`src/sv/c3t_pkg.sv`:
```
package c3t_pkg;

  localparam int MAX_WIDTH  = 2048;
  localparam int COL_W      = $clog2(MAX_WIDTH);
  localparam int WIDTH_W    = 12;
  localparam int HEIGHT_W   = 13;
  localparam int POS_W      = 24;
  localparam int PIX_W      = 8;
  localparam int LINE_W     = 2 * PIX_W;
  localparam int COEF_W     = 16;
  localparam int PROD_W     = 24;
  localparam int SUM_W      = 28;
  localparam int CFG_W      = 48;
  localparam int REG_IDX_W  = 3;
  localparam int FIFO_DEPTH = 8;
  localparam int FIFO_AW    = $clog2(FIFO_DEPTH);
  localparam int CNT_W      = $clog2(FIFO_DEPTH + 1);

  typedef enum logic [REG_IDX_W-1:0] {
    REG_FRAME_WIDTH  = 3'd0,
    REG_FRAME_HEIGHT = 3'd1,
    REG_COEF_TOP     = 3'd2,
    REG_COEF_MID     = 3'd3,
    REG_COEF_BOTTOM  = 3'd4,
    REG_THRESHOLD    = 3'd5,
    REG_OUT_HIGH     = 3'd6,
    REG_OUT_LOW      = 3'd7
  } c3t_reg_e;

  localparam logic [WIDTH_W-1:0]    RST_FRAME_WIDTH  = 12'd640;
  localparam logic [HEIGHT_W-1:0]   RST_FRAME_HEIGHT = 13'd480;
  localparam logic [CFG_W-1:0]      RST_COEF_TOP     = 48'd0;
  localparam logic [CFG_W-1:0]      RST_COEF_MID     = 48'd256;
  localparam logic [CFG_W-1:0]      RST_COEF_BOTTOM  = 48'd0;
  localparam logic [SUM_W-1:0]      RST_THRESHOLD    = 28'd32768;
  localparam logic [PIX_W-1:0]      RST_OUT_HIGH     = 8'd255;
  localparam logic [PIX_W-1:0]      RST_OUT_LOW      = 8'd0;

  // one pixel moving into the line store / window
  typedef struct packed {
    logic             valid;
    logic             has_result;
    logic             last;
    logic [3:0]       mask;   // top row c0..c2, then middle row left
    logic [COL_W-1:0] addr;
    logic [PIX_W-1:0] pix;
  } c3t_req_t;

  typedef struct packed {
    logic       valid;
    logic       has_result;
    logic       last;
    logic [3:0] mask;
  } c3t_tap_t;

  typedef struct packed {
    logic [PIX_W-1:0] out_pixel;
    logic             frame_last;
  } c3t_res_t;

  typedef logic [2:0][2:0][PIX_W-1:0] c3t_win_t;

  function automatic logic signed [COEF_W-1:0] coef_at(input logic [CFG_W-1:0] row,
                                                        input logic [1:0] col);
    return $signed(row[col*COEF_W +: COEF_W]);
  endfunction

  // taps that fall above the frame top read as zero
  function automatic logic tap_on(input logic [3:0] mask, input int r, input int c);
    logic on;
    on = 1'b1;
    if (r == 0) begin
      on = mask[c];
    end else if (r == 1 && c == 0) begin
      on = mask[3];
    end
    return on;
  endfunction

endpackage

```
`src/sv/c3t_if.sv`:
```


interface c3t_out_if;
  logic                     valid;
  logic                     ready;
  logic [c3t_pkg::PIX_W-1:0] out_pixel;
  logic                     frame_last;

  modport source(output valid, output out_pixel, output frame_last, input ready);
  modport sink(input valid, input out_pixel, input frame_last, output ready);
endinterface

```
`src/sv/c3t_fifo.sv`:
```
module c3t_fifo (
  input  logic              clk,
  input  logic              rst,
  input  logic              push,
  input  c3t_pkg::c3t_res_t push_data,
  c3t_out_if.source         res_out
);

  c3t_pkg::c3t_res_t              mem [c3t_pkg::FIFO_DEPTH];
  logic [c3t_pkg::FIFO_AW-1:0]    wr_ptr;
  logic [c3t_pkg::FIFO_AW-1:0]    rd_ptr;
  logic [c3t_pkg::CNT_W-1:0]      count;
  logic                           pop;

  assign res_out.valid      = (count != '0);
  assign res_out.out_pixel  = mem[rd_ptr].out_pixel;
  assign res_out.frame_last = mem[rd_ptr].frame_last;
  assign pop                = res_out.valid && res_out.ready;

  always_ff @(posedge clk) begin
    if (push) begin
      mem[wr_ptr] <= push_data;
    end
  end

  // upstream credit keeps count within depth
  always_ff @(posedge clk) begin
    if (rst) begin
      wr_ptr <= '0;
      rd_ptr <= '0;
      count  <= '0;
    end else begin
      if (push) begin
        wr_ptr <= wr_ptr + c3t_pkg::FIFO_AW'(1);
      end
      if (pop) begin
        rd_ptr <= rd_ptr + c3t_pkg::FIFO_AW'(1);
      end
      count <= count + c3t_pkg::CNT_W'(push) - c3t_pkg::CNT_W'(pop);
    end
  end

endmodule

```
`src/flat_wrapper.sv`:
```
// flat-port wrapper written by rule: the top's interface ports become plain ports
module c3t_fifo_flat 
  (clk, rst, push, push_data, res_out_valid, res_out_out_pixel, res_out_frame_last, res_out_ready);
  c3t_out_if res_out_i ();
  input  logic clk;
  input  logic rst;
  input  logic push;
  input  c3t_pkg::c3t_res_t push_data;
  output wire logic [$bits(res_out_i.valid)-1:0] res_out_valid;
  output wire logic [$bits(res_out_i.out_pixel)-1:0] res_out_out_pixel;
  output wire logic [$bits(res_out_i.frame_last)-1:0] res_out_frame_last;
  input wire logic [$bits(res_out_i.ready)-1:0] res_out_ready;
  assign res_out_valid = res_out_i.valid;
  assign res_out_out_pixel = res_out_i.out_pixel;
  assign res_out_frame_last = res_out_i.frame_last;
  assign res_out_i.ready = res_out_ready;
  c3t_fifo u_core (.clk(clk), .rst(rst), .push(push), .push_data(push_data), .res_out(res_out_i));
endmodule
```
`config.mk`:
```
export PLATFORM = sky130hd
export DESIGN_NAME = c3t_fifo_flat
export DESIGN_NICKNAME = d
export VERILOG_FILES = /design/src/sv/c3t_pkg.sv /design/src/sv/c3t_if.sv /design/src/sv/c3t_fifo.sv /design/src/flat_wrapper.sv
export SDC_FILE = /design/constraint.sdc
export NUM_CORES = 1
export LEC_CHECK = 0
export BUFFER_PORTS_ARGS = -buffer_cell sky130_fd_sc_hd__buf_2
export CAP_MARGIN = 20
export CORE_MARGIN = 3
export CORE_UTILIZATION = 59
export DETAILED_ROUTE_END_ITERATION = 16
export HOLD_SLACK_MARGIN = 0.1
export PLACE_DENSITY = 0.8
export SLEW_MARGIN = 30
export SYNTH_ARGS = -nofsm -noshare
export SYNTH_HDL_FRONTEND = slang
export SYNTH_SLANG_ARGS = --single-unit
```
`constraint.sdc`:
```
create_clock -name clk -period 2.4 [get_ports clk]
set_clock_uncertainty 0.2 [all_clocks]
set_input_delay 0.24 -clock clk [delete_from_list [all_inputs] [get_ports clk]]
set_output_delay 0.24 -clock clk [all_outputs]
set_load 0.02 [all_outputs]
```
==> reports/metrics.cfg <==
[run_status]
status = complete, no violations

[worst_setup_path]
cp_max_fo = 9
cp_num_buf_inv = 2
path_class = flop to output port
end_kind = output port
path_delay_family = multiplexers
crit_chain = clkbuf_16 -> mux4_1 -> mux2_2 -> buf_2
cp_slowest_stage_delay_ns = 0.55
slowest_stage = mux4_1
crit_path_start_kind = flop
cp.required_ns = 1.96
arrival_ns = 1.91

[synth]
synth-edff-count = 72
synth_cell_types = 26
synth_nets = 200
netlist_instances = 180
synth-main-ff-cell = edfxtp_1
synth_largest_area_cell = edfxtp_1
synth_seq_cells = 85
synth_top_area_share = 0.6311
seq_area_frac_synth = 0.7071
synth_warnings = 0
syn_area_mm2 = 0.003426
synth_area_leaders = edfxtp_1, mux4_1, dfxtp_1
synth_async_sr_flop_share = 0
syn-mean-instance-area_um2 = 19.03

[die]
row_count = 27
die_h_um = 82.20
design.core.area_mm2 = 0.005574
dieArea_mm2 = 0.006757
die_w_um = 82.20
pin_count = 23
start_util = 0.6146

[clock_tree]
cts_tree = built
clk_pin_slew_ns = 0.08
cts.path.max_buffers = 2
cts.htree.levels = 3
clock-sinks = 85
postCtsSetupBuffers = 0
worstSkewPairLatency_ns = 0.33
cts-root-buf = clkbuf_8
cts_buffers = 9

[global_route]
grt_max_degree = 19
antenna_found_initial = 0
grt_usage = 0.1958
grt_pass1_wl_mm = 9.045
gr-total-overflow = 0
grt_pass1_vias = 1786

[routing]
drt_iter0_drc = 99
vias = 1744
wirelength_mm = 6.055
drc = 0
vias_per_cell = 5.681
first_pass_iters = 4
drtAntennaViolNets = 0
wire_per_inst_um = 19.72

[timing]
setup_viol_count_final = 0
slew_violations = 0
holdWs_ns = 0.3201
finalHoldViolCount = 0
post-route-period-util = 0.9791
fin_ws_ns = 0.05015
relSlewSlack = 0.6927
period_minus_slack_ns = 2.350
worst_pin_slew_ns = 0.4604
max_freq_ghz = 0.4256

[finish]
layout-drive-gt1-share = 0.2596
fin_nets = 250
antennaDiodeCount = 0
area_growth_pct = 16.22
fillCellCount = 341
utilization = 0.7143

[place]
pre_cts_ws_ns = 0.08451
port_buffers = 22
place_congestion = 0.7772
hpwl_mm = 3.692

[power_and_ir_drop]
p_leak_nw = 1.403
power.total_mw = 3.248
cellPowerDensity_mw_per_mm2 = 815.7
ir_worst_vdd_uv = 564.4

[worst_hold_path]
min_path_type = flop to flop

[run]
maxCapViolCount = 0

[kinds of logic after synthesis]
logic type / share of synthesized area
DFF: 0.7071
muxes: 0.1771
adders and majority gates: 0.02776
xor gates and xnor gates: 0.007671
buffers and inverters: 0.02264
AOI/OAI and AO/OA: 0.01570
and+or+nand+nor: 0.04200
[layer usage]
metal  part of all wire  GRT usage  vias up
met4              0.013    0.09468        0
met1               0.42     0.2317      891
li1                   -          -      814
met2               0.55     0.3405       31
met3              0.023    0.04013        8
met5                  0          0        -
[metrics by stage]
| stage | cells | setup TNS (ns) | cell area (um^2) |
|---|---|---|---|
| CTS | 306 | 0 | 3938 |
| finish | 307 | 0 | 3981 |
| global route | 307 | -0.07012 | 3981 |
| global placement | 278 | 0 | 3654 |
| detailed placement | 278 | 0 | 3654 |
| floorplan | 180 | 0 | 3426 |
[where the power goes]
part           leakage (nW)  switching [mW]  internal (mW)
sequential            0.761          0.0643           1.68
combinational         0.562           0.345          0.342
clock                0.0789           0.460          0.358
total                  1.40           0.870           2.38
[layout by cell type (no fill, tap or decap), drive strengths merged]
cell type / count
xnor2: 1
a31o: 1
nand3: 3
or3: 1
fa: 1
dlygate4sd3: 12
nor3: 2
buf: 32
mux2i: 1
mux4: 18
clkinvlp: 1
nand2: 5
clkinv: 6
nor3b: 1
ha: 6
dfxtp: 13
clkbuf: 10
nor2b: 2
mux2: 11
nand2b: 4
a21oi: 6
nor2: 13
edfxtp: 72
o21ai: 3
xor2: 2
inv: 8
[worst reg2reg max path: cells and delay by family, from the launching register on]
| kind | cells | cell delay (ns) |
|---|---|---|
| flops | 1 | 0.33 |
| fa+ha+maj | 3 | 0.77 |
| xor+xnor | 1 | 0.14 |
| buf+inv | 3 | 0.23 |
| simple gates | 3 | 0.33 |
| compound gates | 1 | 0.13 |
[layout make-up]
| class | count | area (um^2) | share of cell area |
|---|---|---|---|
| timing repair buffer | 45 | 342.8 | 0.08611 |
| clock inverter | 7 | 32.53 | 0.008171 |
| tap | 72 | 90.09 | 0.02263 |
| clock buffer | 9 | 123.9 | 0.03111 |
| inverter | 8 | 30.03 | 0.007542 |
| multi-input combinational | 81 | 938.4 | 0.2357 |
| sequential | 85 | 2424 | 0.6087 |
[worst paths after layout]
path | endpoint | depth (start not counted) | slack (ns) | start
max | res_out_out_pixel[0] | 4 | 0.05 | flop
min | flop | 2 | 0.32 | u_core.rd_ptr[2]$_SDFFE_PP0P_
max reg2reg | u_core.count[2]$_SDFF_PP0_ | 11 | 0.18 | u_core.count[3]$_SDFF_PP0_
min reg2reg | flop | 2 | 0.32 | u_core.rd_ptr[2]$_SDFFE_PP0P_
[flip-flops by register name, indices dropped and copies added, names as in the netlist, named ones only]
name,count
u_core.count,4
u_core.mem,72
u_core.rd_ptr,3
u_core.wr_ptr,3
[synthesized netlist by cell type, types with 2 or more instances]
cell type   n
nor3_1      2
nor2_1     13
mux2_2     11
o21ai_0     3
nand3_1     3
inv_1       8
nand2_1     5
dfxtp_1    13
nor2b_1     2
ha_1        6
clkbuf_1    2
a21oi_1     6
edfxtp_1   72
xor2_1      2
mux4_1     18
nand2b_1    4
[timing repair]
action,4_1_cts,5_1_grt
pin swaps,0,1
setup endpoints to repair,9,11
endpoints found under the hold margin,83,0
hold buffers,12,0
cloned,0,1
resized for setup,2,6
No activity file was read; power rests on OpenSTA's default activity.
