==> src/sv/c3t_pkg.sv <==
package c3t_pkg;

  localparam int MAX_WIDTH  = 2048;
  localparam int COL_W      = $clog2(MAX_WIDTH);
  localparam int WIDTH_W    = 12;
  localparam int HEIGHT_W   = 13;
  localparam int POS_W      = 24;
  localparam int PIX_W      = 8;
  localparam int LINE_W     = 2 * PIX_W;
  localparam int COEF_W     = 16;
  localparam int PROD_W     = 24;
  localparam int SUM_W      = 28;
  localparam int CFG_W      = 48;
  localparam int REG_IDX_W  = 3;
  localparam int FIFO_DEPTH = 8;
  localparam int FIFO_AW    = $clog2(FIFO_DEPTH);
  localparam int CNT_W      = $clog2(FIFO_DEPTH + 1);

  typedef enum logic [REG_IDX_W-1:0] {
    REG_FRAME_WIDTH  = 3'd0,
    REG_FRAME_HEIGHT = 3'd1,
    REG_COEF_TOP     = 3'd2,
    REG_COEF_MID     = 3'd3,
    REG_COEF_BOTTOM  = 3'd4,
    REG_THRESHOLD    = 3'd5,
    REG_OUT_HIGH     = 3'd6,
    REG_OUT_LOW      = 3'd7
  } c3t_reg_e;

  localparam logic [WIDTH_W-1:0]    RST_FRAME_WIDTH  = 12'd640;
  localparam logic [HEIGHT_W-1:0]   RST_FRAME_HEIGHT = 13'd480;
  localparam logic [CFG_W-1:0]      RST_COEF_TOP     = 48'd0;
  localparam logic [CFG_W-1:0]      RST_COEF_MID     = 48'd256;
  localparam logic [CFG_W-1:0]      RST_COEF_BOTTOM  = 48'd0;
  localparam logic [SUM_W-1:0]      RST_THRESHOLD    = 28'd32768;
  localparam logic [PIX_W-1:0]      RST_OUT_HIGH     = 8'd255;
  localparam logic [PIX_W-1:0]      RST_OUT_LOW      = 8'd0;

  // one pixel moving into the line store / window
  typedef struct packed {
    logic             valid;
    logic             has_result;
    logic             last;
    logic [3:0]       mask;   // top row c0..c2, then middle row left
    logic [COL_W-1:0] addr;
    logic [PIX_W-1:0] pix;
  } c3t_req_t;

  typedef struct packed {
    logic       valid;
    logic       has_result;
    logic       last;
    logic [3:0] mask;
  } c3t_tap_t;

  typedef struct packed {
    logic [PIX_W-1:0] out_pixel;
    logic             frame_last;
  } c3t_res_t;

  typedef logic [2:0][2:0][PIX_W-1:0] c3t_win_t;

  function automatic logic signed [COEF_W-1:0] coef_at(input logic [CFG_W-1:0] row,
                                                        input logic [1:0] col);
    return $signed(row[col*COEF_W +: COEF_W]);
  endfunction

  // taps that fall above the frame top read as zero
  function automatic logic tap_on(input logic [3:0] mask, input int r, input int c);
    logic on;
    on = 1'b1;
    if (r == 0) begin
      on = mask[c];
    end else if (r == 1 && c == 0) begin
      on = mask[3];
    end
    return on;
  endfunction

endpackage

==> src/sv/c3t_mac.sv <==
module c3t_mac (
  input  logic                               clk,
  input  logic                               rst,
  input  c3t_pkg::c3t_win_t                  win,
  input  c3t_pkg::c3t_tap_t                  tap,
  input  logic [c3t_pkg::CFG_W-1:0]          coef_top_row,
  input  logic [c3t_pkg::CFG_W-1:0]          coef_mid_row,
  input  logic [c3t_pkg::CFG_W-1:0]          coef_bottom_row,
  input  logic signed [c3t_pkg::SUM_W-1:0]   level_threshold,
  input  logic [c3t_pkg::PIX_W-1:0]          out_high,
  input  logic [c3t_pkg::PIX_W-1:0]          out_low,
  output logic                               push,
  output c3t_pkg::c3t_res_t                  push_data
);

  logic [2:0][c3t_pkg::CFG_W-1:0]       rows;
  logic signed [c3t_pkg::PROD_W-1:0]    prod [3][3];
  logic                                 p_valid;
  logic                                 p_last;
  logic signed [c3t_pkg::SUM_W-1:0]     row_sum [3];
  logic                                 r_valid;
  logic                                 r_last;
  logic signed [c3t_pkg::SUM_W-1:0]     total;

  assign rows[0] = coef_top_row;
  assign rows[1] = coef_mid_row;
  assign rows[2] = coef_bottom_row;

  // stage: nine products
  always_ff @(posedge clk) begin
    if (rst) begin
      p_valid <= 1'b0;
    end else begin
      p_valid <= tap.valid && tap.has_result;
    end
  end

  always_ff @(posedge clk) begin
    p_last <= tap.last;
    for (int r = 0; r < 3; r++) begin
      for (int c = 0; c < 3; c++) begin
        if (c3t_pkg::tap_on(tap.mask, r, c)) begin
          prod[r][c] <= c3t_pkg::PROD_W'(c3t_pkg::coef_at(rows[r], 2'(c)) *
                                         $signed({1'b0, win[r][c]}));
        end else begin
          prod[r][c] <= '0;
        end
      end
    end
  end

  // stage: row sums
  always_ff @(posedge clk) begin
    if (rst) begin
      r_valid <= 1'b0;
    end else begin
      r_valid <= p_valid;
    end
  end

  always_ff @(posedge clk) begin
    r_last <= p_last;
    for (int r = 0; r < 3; r++) begin
      row_sum[r] <= c3t_pkg::SUM_W'(prod[r][0]) + c3t_pkg::SUM_W'(prod[r][1]) +
                    c3t_pkg::SUM_W'(prod[r][2]);
    end
  end

  // final add and threshold go straight into the output queue
  assign total                = row_sum[0] + row_sum[1] + row_sum[2];
  assign push                 = r_valid;
  assign push_data.out_pixel  = (total >= level_threshold) ? out_high : out_low;
  assign push_data.frame_last = r_last;

endmodule

==> config.mk <==
export PLATFORM = sky130hd
export DESIGN_NAME = c3t_mac
export DESIGN_NICKNAME = d
export VERILOG_FILES = /design/src/sv/c3t_pkg.sv /design/src/sv/c3t_mac.sv
export SDC_FILE = /design/constraint.sdc
export NUM_CORES = 2
export LEC_CHECK = 0
export BUFFER_PORTS_ARGS = -buffer_cell sky130_fd_sc_hd__buf_4
export CAP_MARGIN = 20
export CORE_UTILIZATION = 60
export DETAILED_ROUTE_END_ITERATION = 8
export GPL_TIMING_DRIVEN = 0
export PLACE_DENSITY = 0.78
export REMOVE_ABC_BUFFERS = 1
export SLEW_MARGIN = 20
export SYNTH_ARGS = -nofsm -noshare
export SYNTH_HDL_FRONTEND = slang
export SYNTH_SLANG_ARGS = --single-unit
export TNS_END_PERCENT = 20
==> constraint.sdc <==
create_clock -name clk -period 8.5 [get_ports clk]
set_clock_uncertainty 0.1 [all_clocks]
set_input_delay 1.7 -clock clk [delete_from_list [all_inputs] [get_ports clk]]
set_output_delay 1.7 -clock clk [all_outputs]
set_load 0.02 [all_outputs]
==> impl_metrics.csv <==
group,metric,value,unit
floorplanning,fp.dieH,301.1,um
pwr,totalPowerFinal,24.33,mW
synthesis,avgSynthCellArea,9.173,um^2
worst_hold_path,holdPathStages,0,
floorplanning,io-pin-count,279,
critical_path,cp-start-kind,"flip-flop",
critical_path,cp.arrival,6.32,ns
critical_path,cp-end-kind,"output pin",
cells_and_area,layout_common_cells,"inv_1 (1,281), fa_1 (1,002), and2_1 (768), ha_1 (549), nand2_1 (524)",
clock_network,clock_sinks,298,
clock_network,cts_setup_buffers,0,
sta,setup_tns,0,ns
drt,ant_nets,0,
pwr,clkPwrFrac,5.4,%
synthesis,syn_inst,5852,
synthesis,async_reset_ff_share,0,%
floorplanning,dieArea,0.09066,mm^2
clock_network,holdBufCountCts,0,
pwr,leakage,30.08,nW
sta,fmax,123.2,MHz
grt,antenna_found_initial,19,
synthesis,syn_area,0.05368,mm^2
critical_path,r2r_slack,4.84,ns
sta,relSlewSlack,44.62,%
sta,worst_slew_pin_slew,0.8236,ns
grt,globalRouteOverflowTotal,0,
critical_path,cp_common_cell,"inv_1",
cells_and_area,final_cell_area,0.05790,mm^2
cells_and_area,drive_gt1_share,5.826,%
cells_and_area,regArea,0.005966,mm^2
clock_network,numCtsBuffers,30,
outcome,status,"finished, violations left",
grt,grt_use_total,26.91,%
clock_network,cts_resized,0,
sta,fin_crit_sh,95.49,%
synthesis,ys_seq_elements,298,
floorplanning,start_util,60.65,%
cells_and_area,nNetsFinal,7892,
critical_path,r2r_cells,12,
worst_hold_path,hold_end,"r_last$_DFF_P_",
pwr,peakVddDrop,0.3523,mV
sta,min_period,8.117,ns
pwr,p_sw_share,50.84,%
cells_and_area,multiInputGateArea,0.04257,mm^2
cells_and_area,fillCellCount,7239,
synthesis,yosys_warnings,0,
critical_path,crit_chain,"inv_1 -> fa_1 -> inv_1 -> ha_1 -> fa_1 -> a211oi_1 -> nor2_1 -> o22ai_2 -> o21ai_1 -> o211ai_1 -> nand2_1 -> a21oi_1 -> o221a_1 -> ha_1 -> nand4_1 -> nor4_2 -> inv_1 -> a31oi_1 -> nor3_1 -> or3b_4 -> mux2_1 -> buf_4",
critical_path,r2r-start,"prod[2][1]$_DFF_P_",
synthesis,synth_edf_count,0,
pwr,p_int,11.96,mW
floorplanning,die_w,301.1,um
placement,place_congestion,0.9143,
placement,pre_cts_slack,0.6777,ns
grt,grt_pass1_wl,198300,um
critical_path,max_stage_delay,0.49,ns
synthesis,synth_cell_types,87,
clock_network,root_buffer,"clkbuf_16",
sta,setup_viol,0,
grt,grt_pass1_vias,41220,
critical_path,crit_type,"flip-flop to output pin",
clock_network,clk_latency,0.58,ns
sta,slew_viol_final,0,
placement,dp.cells,7205,
critical_path,cp_max_fo,8,
critical_path,r2r_end,"row_sum[0][79]$_DFF_P_",
clock_network,cts_tree,"yes",
outcome,failed_checks,"design-rule violations",
drt,drc,54,
placement,io_buffer_count,278,
drt,routed_wl,117000,um
clock_network,cts_max_level,1,
sta,rsz0062_at_grt,"no",
clock_network,clkTransAtPathRegs,0.07,ns
drt,viasPerCell,5.393,
cells_and_area,area_growth,7.858,%
drt,drt_iter0_drc,2120,
pwr,p_comb_share,83.1,%
pwr,p_per_area,420.3,mW/mm^2
placement,post_dp_cell_area,0.05688,mm^2
drt,firstDrtPassIters,7,
clock_network,clk_path_buf_depth,3,
floorplanning,core-area,0.08851,mm^2
sta,setup_slack,0.3829,ns
critical_path,path_buf_inv,4,
flow_run,maxCapViolCount,0,
worst_hold_path,hp-start,"p_last$_DFF_P_",
worst_hold_path,hold_path.class,"flip-flop to flip-flop",
cells_and_area,fin_util,65.41,%
placement,hpwlAfterDp,100500,um
pwr,power_frac_seq,11.4,%
critical_path,slowest_stage,"fa_1",
cells_and_area,layout_commonest_cell,"inv_1",
synthesis,yosysSeqAreaShare,11.11,%
drt,wl_per_cell,16.10,um
critical_path,critPathTopFamily,"compound AO/OA/AOI/OAI gates",
sta,worst_hold_slack,0.2378,ns
cells_and_area,stdcell_count,7268,
sta,finalHoldViolCount,0,
drt,vias,39200,
pwr,p_sw,12.37,mW
critical_path,required,6.70,ns
grt,grt_max_degree,31,
floorplanning,fp-row-count,109,
synthesis,synth_flop_cell,"dfxtp_1",
cell families after synthesis:
family / count (synthesis) / share of synthesized area (%)
compound gates: 643 / 7.970
xor+xnor: 224 / 3.655
fa+ha+maj: 1551 / 50.17
buf+inv: 1372 / 9.601
flops: 298 / 11.11
mux: 19 / 0.3753
simple gates: 1745 / 17.12
sequential cells by signal, indices dropped and copies added, names as in the netlist:
name     cells
prod       216
row_sum     78
p_last       1
r_last       1
push         1
p_valid      1
worst register-to-register path, cell delays in order, from the launching register on:
cell and delay, ns:
dfxtp_1 0.37, fa_1 0.55, ha_1 0.18, inv_1 0.07, fa_1 0.47, nor2b_1 0.17, o31a_1 0.19, o221a_2 0.27
a211oi_1 0.12, o31ai_1 0.53, nand2_1 0.11, o21ai_1 0.22, xor2_1 0.23
metal layers:
| layer | vias to the layer above | share of wire [%] | track usage, % | wire length, um |
|---|---|---|---|---|
| met5 | - | 0.066 | 0 | 77 |
| met4 | 12 | 3.1 | 8.146 | 3646 |
| met3 | 230 | 4.9 | 3.609 | 5755 |
| met2 | 866 | 49 | 46.11 | 57250 |
| met1 | 19610 | 43 | 35.49 | 50290 |
| li1 | 18480 | - | - | - |
cells in the mapped netlist (8+ instances only):
master,instances,area (um^2)
nor4_1,8,50.05
nor2_1,156,585.6
xor2_1,54,473.0
a21o_1,89,668.1
ha_1,549,6869
nand3_1,36,180.2
nand3b_1,8,60.06
a21oi_1,164,820.8
dfxtp_1,298,5966
and3_1,30,187.7
o21a_1,43,322.8
o21ai_0,85,425.4
nor2b_1,33,206.5
o211ai_1,16,120.1
xnor2_1,170,1489
mux2_1,8,90.09
nor3b_1,18,135.1
a211o_1,14,122.6
and2_1,768,4805
o21bai_1,27,202.7
o21ai_1,33,165.2
clkbuf_1,89,334.1
nand4_1,20,125.1
or3_1,14,87.58
inv_1,1281,4808
o31ai_1,10,75.07
mux2i_1,10,100.1
a211oi_1,30,225.2
nand2_1,524,1967
nand2b_1,38,237.7
a31oi_1,28,175.2
fa_1,1002,20060
or2_2,10,62.56
nor3_1,55,275.3
worst max path at each step:
| stage | endpoint | slack, ns | depth (start not counted) | from |
|---|---|---|---|---|
| after floorplan | push_data[1] | 1.80 | 22 | row_sum[0][1]$_DFF_P_ |
| after global placement | push_data[8] | 0.75 | 22 | row_sum[0][1]$_DFF_P_ |
| after detailed placement | push_data[8] | 0.68 | 22 | row_sum[0][1]$_DFF_P_ |
| after CTS | push_data[8] | 0.004 | 22 | row_sum[0][57]$_DFF_P_ |
| after global routing | push_data[8] | 0.07 | 22 | row_sum[0][57]$_DFF_P_ |
| final | push_data[8] | 0.38 | 22 | row_sum[0][57]$_DFF_P_ |
area by class of cell:
type                    count  share of cell area, %
multi-input cells        4182                  73.53
flip-flops and latches    298                  10.30
inverters                1282                  8.312
repair buffers            278                  3.605
well taps                1165                  2.518
clock buffers              37                  1.377
clock inverters            16                 0.3069
diodes                     10                0.04322
power by group through the flow:
stage / clock network [mW] / registers (mW) / logic, mW
final: 1.32 / 2.78 / 20.2
after global routing: 1.41 / 2.84 / 22.9
after CTS: 1.35 / 2.79 / 20.2
after detailed placement: 0 / 2.81 / 20.0
after global placement: 0 / 2.81 / 19.4
after floorplan: 0 / 2.56 / 15.4
(Power assumes the default switching activity.)
